### config.mk
export PLATFORM = sky130hd
export DESIGN_NAME = ffha_rem
export DESIGN_NICKNAME = d
export VERILOG_FILES = /design/src/hdl/ffha_pkg.sv /design/src/hdl/ffha_rem.sv
export SDC_FILE = /design/constraint.sdc
export NUM_CORES = 1
export LEC_CHECK = 0
export ABC_CLOCK_PERIOD_IN_PS = 3430
export BUFFER_PORTS_ARGS = -buffer_cell sky130_fd_sc_hd__buf_2
export CAP_MARGIN = 10
export CORE_MARGIN = 1
export CORE_UTILIZATION = 45
export DETAILED_ROUTE_END_ITERATION = 8
export GPL_ROUTABILITY_DRIVEN = 0
export HOLD_SLACK_MARGIN = 0.05
export PLACE_DENSITY = 0.83
export SETUP_SLACK_MARGIN = 0.02
export SYNTH_ARGS = -nofsm -noshare
export SYNTH_HDL_FRONTEND = slang
export SYNTH_SLANG_ARGS = --single-unit
### constraint.sdc
create_clock -name clk -period 3.43 [get_ports clk]
set_input_delay 0.686 -clock clk [delete_from_list [all_inputs] [get_ports clk]]
set_output_delay 0.686 -clock clk [all_outputs]
set_load 0.05 [all_outputs]
### src/hdl/ffha_pkg.sv
`default_nettype none
package ffha_pkg;

  // default table depth and page size
  localparam int HOLE_SLOTS_DEF = 2048;
  localparam int PAGE_BYTES_DEF = 4096;

  // alignment values fit in this many bits (up to 16 KiB)
  localparam int ALIGN_W = 15;
  localparam logic [ALIGN_W-1:0] BIG_ALIGN = 15'h4000;

  // request kinds
  localparam logic [1:0] KIND_BYTES = 2'd0;
  localparam logic [1:0] KIND_PAGES = 2'd1;
  localparam logic [1:0] KIND_FREE  = 2'd2;
  localparam logic [1:0] KIND_INIT  = 2'd3;

  // result status codes
  localparam logic [1:0] ST_OK    = 2'd0;
  localparam logic [1:0] ST_NOMEM = 2'd1;
  localparam logic [1:0] ST_ZERO  = 2'd2;
  localparam logic [1:0] ST_FULL  = 2'd3;

  // configuration register indexes
  localparam logic CFG_POOL_BASE = 1'b0;
  localparam logic CFG_POOL_LEN  = 1'b1;

endpackage
`default_nettype wire

### src/hdl/ffha_rem.sv
`default_nettype none
module ffha_rem (
  input  wire logic                           clk,
  input  wire logic                           rst,
  input  wire logic                           start,
  input  wire logic [ffha_pkg::ALIGN_W-1:0]   value,
  input  wire logic [ffha_pkg::ALIGN_W-1:0]   divisor,
  output logic                                done,
  output logic      [ffha_pkg::ALIGN_W-1:0]   rem
);

  // alignments are powers of two, so the remainder is the masked low bits
  always_ff @(posedge clk) begin
    if (rst) begin
      done <= 1'b0;
      rem  <= '0;
    end else begin
      done <= start;
      if (start) begin
        rem <= value & (divisor - 1'b1);
      end
    end
  end

endmodule
`default_nettype wire

======== Word level (Yosys, flattened, before mapping) ========
Index checks and enable logic that the tools add are counted.
operators by class
  add/subtract/negate cells ............... 1
  bitwise operators ....................... 1
operators with widths
  cell                   number
  $and 15x15->15         1
  $sub 15x1->15 const B  1
storage, ports and cells
  flip-flop bits (word level) ............. 16
  input port bits ......................... 33
  output and inout port bits .............. 16
  word-level logic and storage cells ...... 4

======== Depth between registers and ports, before layout ========
Gate-level depths: netlist of run 1.
  depth in word-level cells ............... 2
  depth in mapped cells ................... 7

======== Worst setup path after synthesis of run 1 ========
No wires, ideal clock.
  path kind ............................... input-to-reg
  start ................................... input divisor[0] (netlist bit)
  end ..................................... register rem[12] (netlist bit)
  data arrival time ....................... 2.098 ns
  data required time ...................... 3.313 ns
  path slack .............................. 1.214 ns
  stages .................................. 7
  path buffers ............................ 1
  cell sequence ........................... inv_1 > ha_1 > or4b_1 > buf_2 > nor4b_2 > xor2_1 > a32o_2
between the ends
  cells in the longest elaborated chain, start to end .. 2
ends and longest elaborated chain
  what                  line            source
  from (decl)           ffha_rem.sv:7   input wire logic [ffha_pkg::ALIGN_W-1:0] divisor,
  $sub 15x1->15         ffha_rem.sv:20  rem <= value & (divisor - 1'b1);
  $and 15x15->15        ffha_rem.sv:20
  to (signal assigned)  ffha_rem.sv:20
  to (decl)             ffha_rem.sv:9   output logic [ffha_pkg::ALIGN_W-1:0] rem
No other way between the ends.
A chain may end at the register's enable or synchronous reset.

======== Worst setup path in the final report of run 1 ========
Ends and elaborated chain as after synthesis.

==> results by group, run 1 <==
Clocking
  • Hold buffers post-CTS: 0
  • Clk root buf: clkbuf_4
  • Clock Tree Buf Depth: 2
  • H-tree levels: 1
  • CTS tree: done
  • Post-CTS setup buffer count: 0
  • CTS Sinks: 16
  • Post_cts resized: 0
  • Total CTS buffers: 3
  • Clock Latency Late Sink: 280 ps
  • Clock slew at reported path FFs: 100 ps

Critical path
  • CP endpoint kind: flop
  • Crit path largest cell delay: 590 ps
  • Required time worst endpoint: between 3000 and 4000 ps
  • Worst path bufs/invs: 2
  • Crit path to: rem[12]
  • Delay-heaviest family, CP: simple AND/OR/NAND/NOR gates
  • CP max stage cell: or4b_1
  • Critical Path Start Type: primary input
  • Worst r2r dst: rem[5]
  • Arrival @ worst endpoint: 2360 ps
  • Reg2reg setup slack: roughly 2500 ps
  • CP Max Fanout: 6
  • Reg2reg path depth: 2
  • CP Launch Point: divisor[0]
  • Instance count on the critical path: 7
  • Setup CP Type: in2reg
  • CP cell instances: buf_2 -> inv_1 -> ha_1 -> or4b_1 -> nor4b_2 -> xor2_1 -> a32o_2
  • Worst R2R Start: rem[5]

Final layout
  • Nets: 169
  • Area grow syn2layout: 35.8%
  • Final Cell Area: 1100 µm²
  • Fin cells: around 160
  • Share of cells above drive strength 1: 0.433
  • Fillers: 134
  • Fin util: 0.691
  • Antenna Cells: 0

Route
  • Via density per instance: approximately 5.2
  • Drt drc: 0
  • Antenna-violating nets left: 0
  • Detailed Routing Iterations Pass 1: 4
  • DR WL/cell: 11.9 µm
  • 1st-iter DRT viols: 7
  • Vias: 827
  • Routed WL: 1880 µm

Floorplan
  • Total die area: 1980 µm²
  • Die Wd: 44.4 µm
  • Cell Rows: 14
  • Core ar.: 1590 µm²
  • Die Height: 44.4 µm
  • Initial Utilization: 0.509
  • Top-Level Pins: 49

Synth
  • Yosys cell types: 27
  • Syn. warnings: 0
  • Count leader, synth: dfxtp_1
  • Top FF cell, synth: dfxtp_1
  • Top-area cell type share of the netlist area: 0.395
  • Sequential area share after synthesis: 0.395
  • Post-Syn Area: 811 µm²
  • Cell types occupying the most area after synthesis: dfxtp_1 (40%), xor2_1 (7.6%), a32o_1 (7.4%)
  • Post-synth EDFFs: 0
  • Cell accounting for the most synthesized area: dfxtp_1
  • Top post-synthesis cells by count: dfxtp_1 (16), xor2_1 (7), a32o_1 (6), nand3_1 (6)
  • Syn_nets: 120
  • Flops & latches, synth: 16
  • Post-synth ARST share: 0
  • Mapped Cells: 86
  • Mean Syn Cell Area: 9.43 µm²

STA
  • Fin crit share: 0.633
  • Tmin final: 2170 ps
  • Final Setup Violations: 0
  • RSZ-0062 raised after global routing: no
  • Fmax: 461 MHz
  • Worst slew margin: 0.555
  • Clk_skew: 0 ps
  • Fin. max-slew vios: 0
  • Sum Neg Setup Slack: 0 ps
  • Final-report hold violation count: 0
  • Worst-margin pin slew: 662 ps

Hold path
  • HP Start: rem[1]
  • Worst hold-check path type: reg2reg

Global routing
  • Pin count of the biggest net entering global routing: 17
  • Global-route wire length before repair: 3160 µm
  • Initial antenna violation count: 0
  • GRT overflow: 0
  • GRT Util Overall: 0.216
  • Vias in the first global route: approximately 800

Placed design
  • Detail Placement HPWL: 1490 µm
  • PortBufs: 48
  • DP Area: about 1100 µm²
  • Total placed cells including tap cells: 154

Power and ir drop
  • Power density cells: 376 nW/µm²
  • LEAKAGE: 0.508 nW
  • Peak supply drop: 0.000195 V
  • Power Total: approximately 410 µW

Status
  • Outcome: finished, final reports clean

Job
  • Max-cap violation count: 0
## how the worst min path moves through the flow
stage | endpoint | slack [ps] | cells after the start
2_1_floorplan | rem[1] | 690 | 2
3_3_place_gp | rem[10] | 440 | 1
3_5_place_dp | rem[13] | 450 | 1
4_1_cts | rem[2] | 470 | 2
5_1_grt | rem[7] | 500 | 1
6_report | rem[1] | 470 | 2
## worst register-to-register path, delay by kind of cell (launching register included)
| kind | cells | cell delay, ps |
|---|---|---|
| compound gates | 1 | 80 |
| flops | 1 | 350 |
| simple gates | 1 | 440 |
## cell usage in the layout, fill, tap and decap left out, types with 5 or more instances in the layout
master / count
a21oi_1: 5
a32o_1: 6
buf_2: 48
dfxtp_1: 16
nand2b_1: 5
nand3_1: 6
nor2_1: 5
xnor2_1: 5
xor2_1: 7
## layout make-up
| class | count | area, µm² | share of cell area |
|---|---|---|---|
| clock buffer | 4 | 36.3 | 0.0330 |
| inverter | 2 | 7.51 | 0.00682 |
| multi-input combinational | 64 | 467 | 0.424 |
| sequential | 16 | 320 | 0.291 |
| tap | 24 | 30.0 | 0.0273 |
| timing repair buffer | 48 | 240 | 0.218 |
## through the flow
| stage | setup slack [ps] | hold slack, ps |
|---|---|---|
| 6_report | 1260 | 466 |
| 5_1_grt | 1140 | 498 |
| 4_1_cts | 1250 | 470 |
| 3_5_place_dp | 940 | 453 |
| 3_3_place_gp | 1010 | 444 |
| 2_1_floorplan | 1210 | 690 |
## where the power goes
part	internal [mW]	switching [mW]	leakage, nW	total (mW)
registers	0.194	0.00331	0.131	0.197
clock network	0.0646	0.0606	0.0210	0.125
logic	0.0332	0.0583	0.356	0.0915
total	0.291	0.122	0.508	0.414
## state kept, by name, indices dropped and copies added, names as in the netlist
name and count:
done 1, rem 15
## cells by family after synthesis
group                    synth area share
AND/OR/NAND/NOR                     0.262
AO/OA/AOI/OAI                       0.168
flip-flops                          0.395
XOR/XNOR                            0.130
buffers and inverters              0.0293
adder cells (fa/ha/maj)            0.0154
## per-layer routing
metal / global-route usage / wire length (µm) / vias to the layer above
met5: 0 / 0 / -
met4: 0.0788 / 9 / 0
met3: 0.0408 / 110 / 2
met2: 0.338 / 921 / 32
met1: 0.295 / 834 / 376
li1: - / - / 417
No activity file was read; power rests on OpenSTA's default activity.
==> run 2: changes to the inputs <==
Settings changed: ABC_CLOCK_PERIOD_IN_PS 3430 to 2100, CORE_UTILIZATION 45 to 41, PLACE_DENSITY 0.83 to 0.77.
Clock period 3.43 ns to 2.1 ns, I/O delays scaled along.
==> run 2 against run 1 <==
  * Setup slack got worse by 1000 ps
  * First-iteration DRC count fell by 29%
  * Clock-buffer cell count did not move
  * Via count rose by 2.2%
  * Global-route usage fell by 0.93 points
  * Final area rose by 2.2%
==> results by group, run 2 (synthesis gave the netlist of run 1 again) <==
Status
  • Outcome: finished, final reports clean

Critical path
  • Reg2reg path depth: 2 (unchanged)
  • CP Launch Point: divisor[0]
  • Crit path to: rem[8]
  • Arrival @ worst endpoint: 2060 ps (-300 ps)
  • CP Max Fanout: 6 (unchanged)
  • Required time worst endpoint: 2290 ps (-1330 ps)
  • Critical Path Start Type: primary input
  • Worst r2r dst: rem[5]
  • CP endpoint kind: flop
  • Setup CP Type: in2reg
  • Worst R2R Start: rem[5]
  • Reg2reg setup slack: 1170 ps (-1320 ps)

Final layout
  • Top Registers: rem (15), done (1)
  • Fillers: 164 (+22%)
  • Area grow syn2layout: 38.7%
  • Max FFs per register: 15 (unchanged)
  • Antenna Cells: 0 (unchanged)
  • Final Cell Area: 1120 µm² (+2.2%)
  • Share of cells above drive strength 1: 0.445 (+0.0124)
  • Largest reg by FF count: rem
  • Leading cell types in the layout, fill and taps excluded: buf_2 (48), dfxtp_1 (16), xor2_1 (7)
  • Commonest non-fill, non-tap cell in the layout: buf_2
  • Nets: 172 (+1.8%)

Route
  • Vias: 845 (+2.2%)
  • DRT met1 WL: 858 µm (+2.9%)
  • Via density per instance: 5.22 (-0.35%)
  • Antenna-violating nets left: 0 (unchanged)
  • Routed WL: 1930 µm (+3.1%)
  • Metal3 WL: 139 µm (+26%)
  • 1st-iter DRT viols: 5 (-2)
  • Max Used Layer: met4
  • Detailed Routing Iterations Pass 1: 3 (-1)
  • Drt drc: 0 (unchanged)
  • Met2 wire len: 894 µm (-2.9%)
  • DR WL/cell: 11.9 µm (+0.55%)

Clocking
  • Total CTS buffers: 3 (unchanged)
  • Post_cts resized: 0 (unchanged)
  • Clock Latency Late Sink: 290 ps (about the same)
  • Hold buffers post-CTS: 0 (unchanged)
  • CTS Sinks: 16 (unchanged)
  • Clock Tree Buf Depth: 2 (unchanged)
  • Clk root buf: clkbuf_4
  • Clock slew at reported path FFs: 100 ps (about the same)
  • H-tree levels: 1 (unchanged)
  • Post-CTS setup buffer count: 0 (unchanged)
  • CTS tree: done

Power and ir drop
  • Sw Pwr: 204 µW (+67%)
  • Clock power share: 0.305 (+0.002)
  • Peak supply drop: 0.000389 V (+99%)
  • Comb pwr share: 0.225 (+0.004)
  • LEAKAGE: 0.523 nW (+3.0%)
  • Int Power: 479 µW (+64%)
  • Flop pwr share: 0.470 (-0.006)
  • Power density cells: 608 nW/µm² (+62%)
  • Sw frac: 0.299 (+0.00328)

STA
  • Final Setup Violations: 0 (unchanged)
  • Final-report hold violation count: 0 (unchanged)
  • Setup ws final: 234 ps (-1030 ps)
  • Fin crit share: 0.889
  • RSZ-0062 raised after global routing: no
  • Fin. max-slew vios: 0 (unchanged)
  • Tmin final: 1870 ps
  • Worst-margin pin slew: 608 ps (-54.0 ps)
  • Clk_skew: 0 ps (unchanged)
  • Worst slew margin: 0.594 (+0.0386)
  • Fmax: around 540 MHz
  • Sum Neg Setup Slack: 0 ps (unchanged)

Job
  • Max-cap violation count: 0 (unchanged)

Floorplan
  • Cell Rows: 15 (+1)
  • Die Height: 46.5 µm (+4.6%)
  • Initial Utilization: 0.455 (-0.0539)
  • Die Wd: 46.5 µm (+4.6%)
  • Core ar.: 1780 µm² (+12%)
  • Top-Level Pins: 49 (unchanged)
  • Total die area: 2160 µm² (+9.3%)

Global routing
  • GRT overflow: 0 (unchanged)
  • Pin count of the biggest net entering global routing: 17 (unchanged)
  • Vias in the first global route: 743 (-6.5%)
  • GRT Util Overall: 0.207 (-0.00933)
  • Initial antenna violation count: 0 (unchanged)
  • Global-route wire length before repair: 3070 µm (-2.8%)

Placed design
  • Pre-CTS setup slack: -89.1 ps (-1030 ps)
  • DP Area: 1090 µm² (+2.2%)
  • PortBufs: 48 (unchanged)
  • Detail Placement HPWL: 1530 µm (+3.0%)

Hold path
  • Worst hold-check path type: in2reg
## run 2: cell types whose count changed in the layout (fill, tap and decap cells not counted)
cell / before / now
buf_4: 0 / 3
## run 2: area by class of cell
type	count	area [µm²]	share of cell area
Inverter	2	7.51	0.00667
Clock buffer	4	36.3	0.0323
Sequential cell	16	320	0.285
Tap cell	25	31.3	0.0278
Multi-Input combinational cell	64	467	0.415
Timing Repair Buffer	51	263	0.234
## run 2: worst max-delay path, stage by stage
cell and delay, ps:
buf_2 110, inv_1 60, ha_1 160, or4b_1 590, o41ai_1 310, o21ai_1 140
a32o_1 270
## run 2: power by group through the flow
stage	registers (mW)	logic, mW	clock network, mW
after global placement	0.328	0.151	0
after floorplan	0.374	0.0455	0
after global routing	0.323	0.167	0.235
final	0.321	0.154	0.208
after CTS	0.321	0.155	0.216
after detailed placement	0.328	0.154	0
## run 2: metal layers
layer / vias to the layer above / global-route usage
met5: - / 0
met4: 0 / 0.106
met3: 5 / 0.0510
met2: 38 / 0.356
met1: 377 / 0.231
li1: 425 / -
## run 2: how the worst min path moves through the flow
stage / endpoint / from / slack, ps / depth (start not counted)
2_1_floorplan: rem[5] / value[5] / 570 / 2
3_3_place_gp: rem[10] / rem[10] / 440 / 1
3_5_place_dp: rem[10] / rem[10] / 450 / 1
4_1_cts: rem[7] / value[7] / 350 / 2
5_1_grt: rem[13] / value[13] / 340 / 2
6_report: rem[13] / value[13] / 360 / 2
## run 2: metrics by stage
step,total power [mW],hold slack (ps),std cells,utilization
finish,0.683,359,162,0.631
floorplan,0.419,568,86,-
detailed placement,0.483,448,158,0.611
global placement,0.479,445,158,0.611
CTS,0.692,355,162,0.631
global route,0.725,343,162,0.631
==> run 3: changes to the inputs <==
Settings changed: ABC_AREA from default to 1, CORE_UTILIZATION 41 to 44, PLACE_DENSITY 0.77 to 0.78.
==> run 3 against run 2 <==
  * Power increased by 5.6%
  * Cell count increased by 41%
  * Synthesized cell count increased by 77%
  * Critical path type is now reg2out
  * Combinational power increased by 21%
  * Largest cell class unchanged
  * Area after synthesis increased by 19%
  * Core utilization decreased by 0.21 points
==> results by group, run 3 <==
Power and ir drop
  • Sw frac: 0.329 (+0.0306)
  • LEAKAGE: 0.638 nW (+22%)
  • Clock power share: 0.291 (-0.014)
  • Int Power: 484 µW (+0.95%)
  • Power density cells: 573 nW/µm² (-5.7%)
  • Peak supply drop: 0.000392 V (+0.78%)
  • Flop pwr share: 0.450 (-0.020)
  • Sw Pwr: 238 µW (+16%)
  • Power Total: 721 µW (+5.6%)
  • Comb pwr share: 0.259 (+0.034)

Final layout
  • Largest reg by FF count: rem
  • Share of cells above drive strength 1: 0.338 (-0.107)
  • Max FFs per register: 15 (unchanged)
  • Nets: 236 (+37%)
  • Fillers: 208 (+27%)
  • Leading cell types in the layout, fill and taps excluded: buf_2 (48), nand2_1 (40), nand3_1 (20)
  • Antenna Cells: 0 (unchanged)
  • Final Cell Area: 1260 µm² (+12%)
  • Area grow syn2layout: 30.8%
  • Top Registers: rem (15), done (1)
  • Fin util: 0.629 (-0.00213)
  • Commonest non-fill, non-tap cell in the layout: buf_2

Critical path
  • CP Max Fanout: 2 (-4)
  • Arrival @ worst endpoint: 900 ps (-1160 ps)
  • Setup CP Type: reg2out
  • Critical Path Start Type: flop
  • CP endpoint kind: output pin
  • Reg2reg setup slack: 1470 ps (+300 ps)
  • Delay-heaviest family, CP: flip-flops
  • CP cell instances: buf_2
  • CP max stage cell: dfxtp_1
  • Crit path largest cell delay: 350 ps (-240 ps)
  • Worst path bufs/invs: 1 (-1)
  • Required time worst endpoint: 1680 ps (-610 ps)

Clocking
  • Post-CTS setup buffer count: 0 (unchanged)
  • H-tree levels: 1 (unchanged)
  • CTS tree: done
  • Clock slew at reported path FFs: 100 ps (about the same)
  • Post_cts resized: 0 (unchanged)
  • Clock Tree Buf Depth: 2 (unchanged)
  • CTS Sinks: 16 (unchanged)
  • Hold buffers post-CTS: 0 (unchanged)
  • Clk root buf: clkbuf_4
  • Clock Latency Late Sink: 290 ps (about the same)
  • Total CTS buffers: 3 (unchanged)

STA
  • Final-report hold violation count: 0 (unchanged)
  • Tmin final: 1320 ps (-544 ps)
  • Worst slew margin: 0.783 (+0.189)
  • Worst-margin pin slew: 325 ps (-283 ps)
  • Sum Neg Setup Slack: 0 ps (unchanged)
  • Fin. max-slew vios: 0 (unchanged)
  • Final Setup Violations: 0 (unchanged)
  • Setup ws final: 778 ps (+544 ps)
  • RSZ-0062 raised after global routing: no
  • Clk_skew: 0 ps (unchanged)
  • Fmax: 756 MHz (+41%)
  • Fin crit share: 0.629 (-0.259)

Route
  • Antenna-violating nets left: 0 (unchanged)
  • Via density per instance: 4.82 (-7.5%)
  • Routed WL: 2360 µm (+22%)
  • DR WL/cell: 10.4 µm (-13%)
  • Detailed Routing Iterations Pass 1: 4 (+1)
  • 1st-iter DRT viols: 16 (+11)
  • Drt drc: 0 (unchanged)
  • Vias: 1,100 (+30%)

Status
  • Outcome: finished, final reports clean

Synth
  • Top post-synthesis cells by count: nand2_1 (40), nand3_1 (20), dfxtp_1 (16)
  • Mean Syn Cell Area: 6.33 µm² (-33%)
  • Cell accounting for the most synthesized area: dfxtp_1
  • Post-synth ARST share: 0 (unchanged)
  • Top-area cell type share of the netlist area: 0.333 (-0.0622)
  • Sequential area share after synthesis: 0.333 (-0.0622)
  • Syn. warnings: 0 (unchanged)
  • Cell types occupying the most area after synthesis: dfxtp_1 (33%), nand2_1 (16%), nand3_1 (10%)
  • Yosys cell types: 22 (-19%)
  • Mapped Cells: 152 (+77%)
  • Post-Syn Area: 962 µm² (+19%)
  • Count leader, synth: nand2_1
  • Flops & latches, synth: 16 (unchanged)
  • Top FF cell, synth: dfxtp_1
  • Post-synth EDFFs: 0 (unchanged)
  • Syn_nets: 186 (+55%)

Global routing
  • Pin count of the biggest net entering global routing: 21 (+4)
  • GRT overflow: 0 (unchanged)
  • Met1 Track Usage GR: 0.237 (+0.00586)
  • Initial antenna violation count: 0 (unchanged)
  • Global-route wire length before repair: 3900 µm (+27%)
  • GRT Util Overall: 0.209 (+0.00265)
  • GR Util met2: 0.384 (+0.0287)
  • GR peak layer: met2
  • Met3 usage: 0.0346 (-0.0164)
  • Vias in the first global route: 976 (+31%)

Hold path
  • Worst hold-check path type: in2reg

Floorplan
  • Cell Rows: 16 (+1)
  • Total die area: 2380 µm² (+10%)
  • Top-Level Pins: 49 (unchanged)
  • Initial Utilization: 0.481 (+0.0259)
  • Die Height: 48.8 µm (+4.9%)
  • Core ar.: 2000 µm² (+12%)
  • Die Wd: 48.8 µm (+4.9%)

Placed design
  • DP Area: 1220 µm² (+12%)
  • PortBufs: 48 (unchanged)
  • Pre-CTS setup slack: 574 ps (+663 ps)
  • Detail Placement HPWL: 1880 µm (+23%)

Job
  • Max-cap violation count: 0 (unchanged)
run 3: kinds of logic (layout without fill, tap and decap cells):
logic type	Yosys count	in the layout	share of synthesized area
adders and majority gates	1	1	0.0130
and+or+nand+nor	86	86	0.410
AOI/OAI and AO/OA	22	22	0.121
xor gates and xnor gates	3	3	0.0273
buffers and inverters	24	73	0.0962
DFF	16	16	0.333
run 3: power groups by stage:
stage	Clock, mW	Sequential, mW	Combinational, mW
3_3_place_gp	0	0.331	0.183
4_1_cts	0.212	0.325	0.187
6_report	0.210	0.325	0.187
3_5_place_dp	0	0.332	0.186
2_1_floorplan	0	0.386	0.0670
5_1_grt	0.225	0.328	0.203
run 3: final cells by class:
type | instances | area (µm²) | share of cell area
clock buffers | 4 | 36.3 | 0.0288
inverters | 21 | 78.8 | 0.0626
multi-input cells | 112 | 549 | 0.436
flip-flops and latches | 16 | 320 | 0.254
well taps | 27 | 33.8 | 0.0268
repair buffers | 48 | 240 | 0.191
run 3: path summary, 6_finish.rpt:
check | start | end | cells past startpoint
max | rem[10] | rem[10] | 1
min | value[0] | rem[0] | 3
max reg2reg | rem[6] | rem[6] | 2
min reg2reg | rem[11] | rem[11] | 2
run 3: worst reg2reg max path, stage by stage (launching register included):
cell	delay, ps
dfxtp_1	320
o21ai_0	150
a21oi_1	50
run 3: stage by stage:
step	hold WS, ps	std cells
after CTS	350	228
after detailed placement	457	224
after floorplan	554	152
final	350	228
after global placement	452	224
after global routing	375	228
run 3: routing by layer:
metal	vias up	part of all wire
li1	576	-
met1	486	0.46
met2	34	0.48
met3	4	0.050
met4	0	0.010
met5	-	0
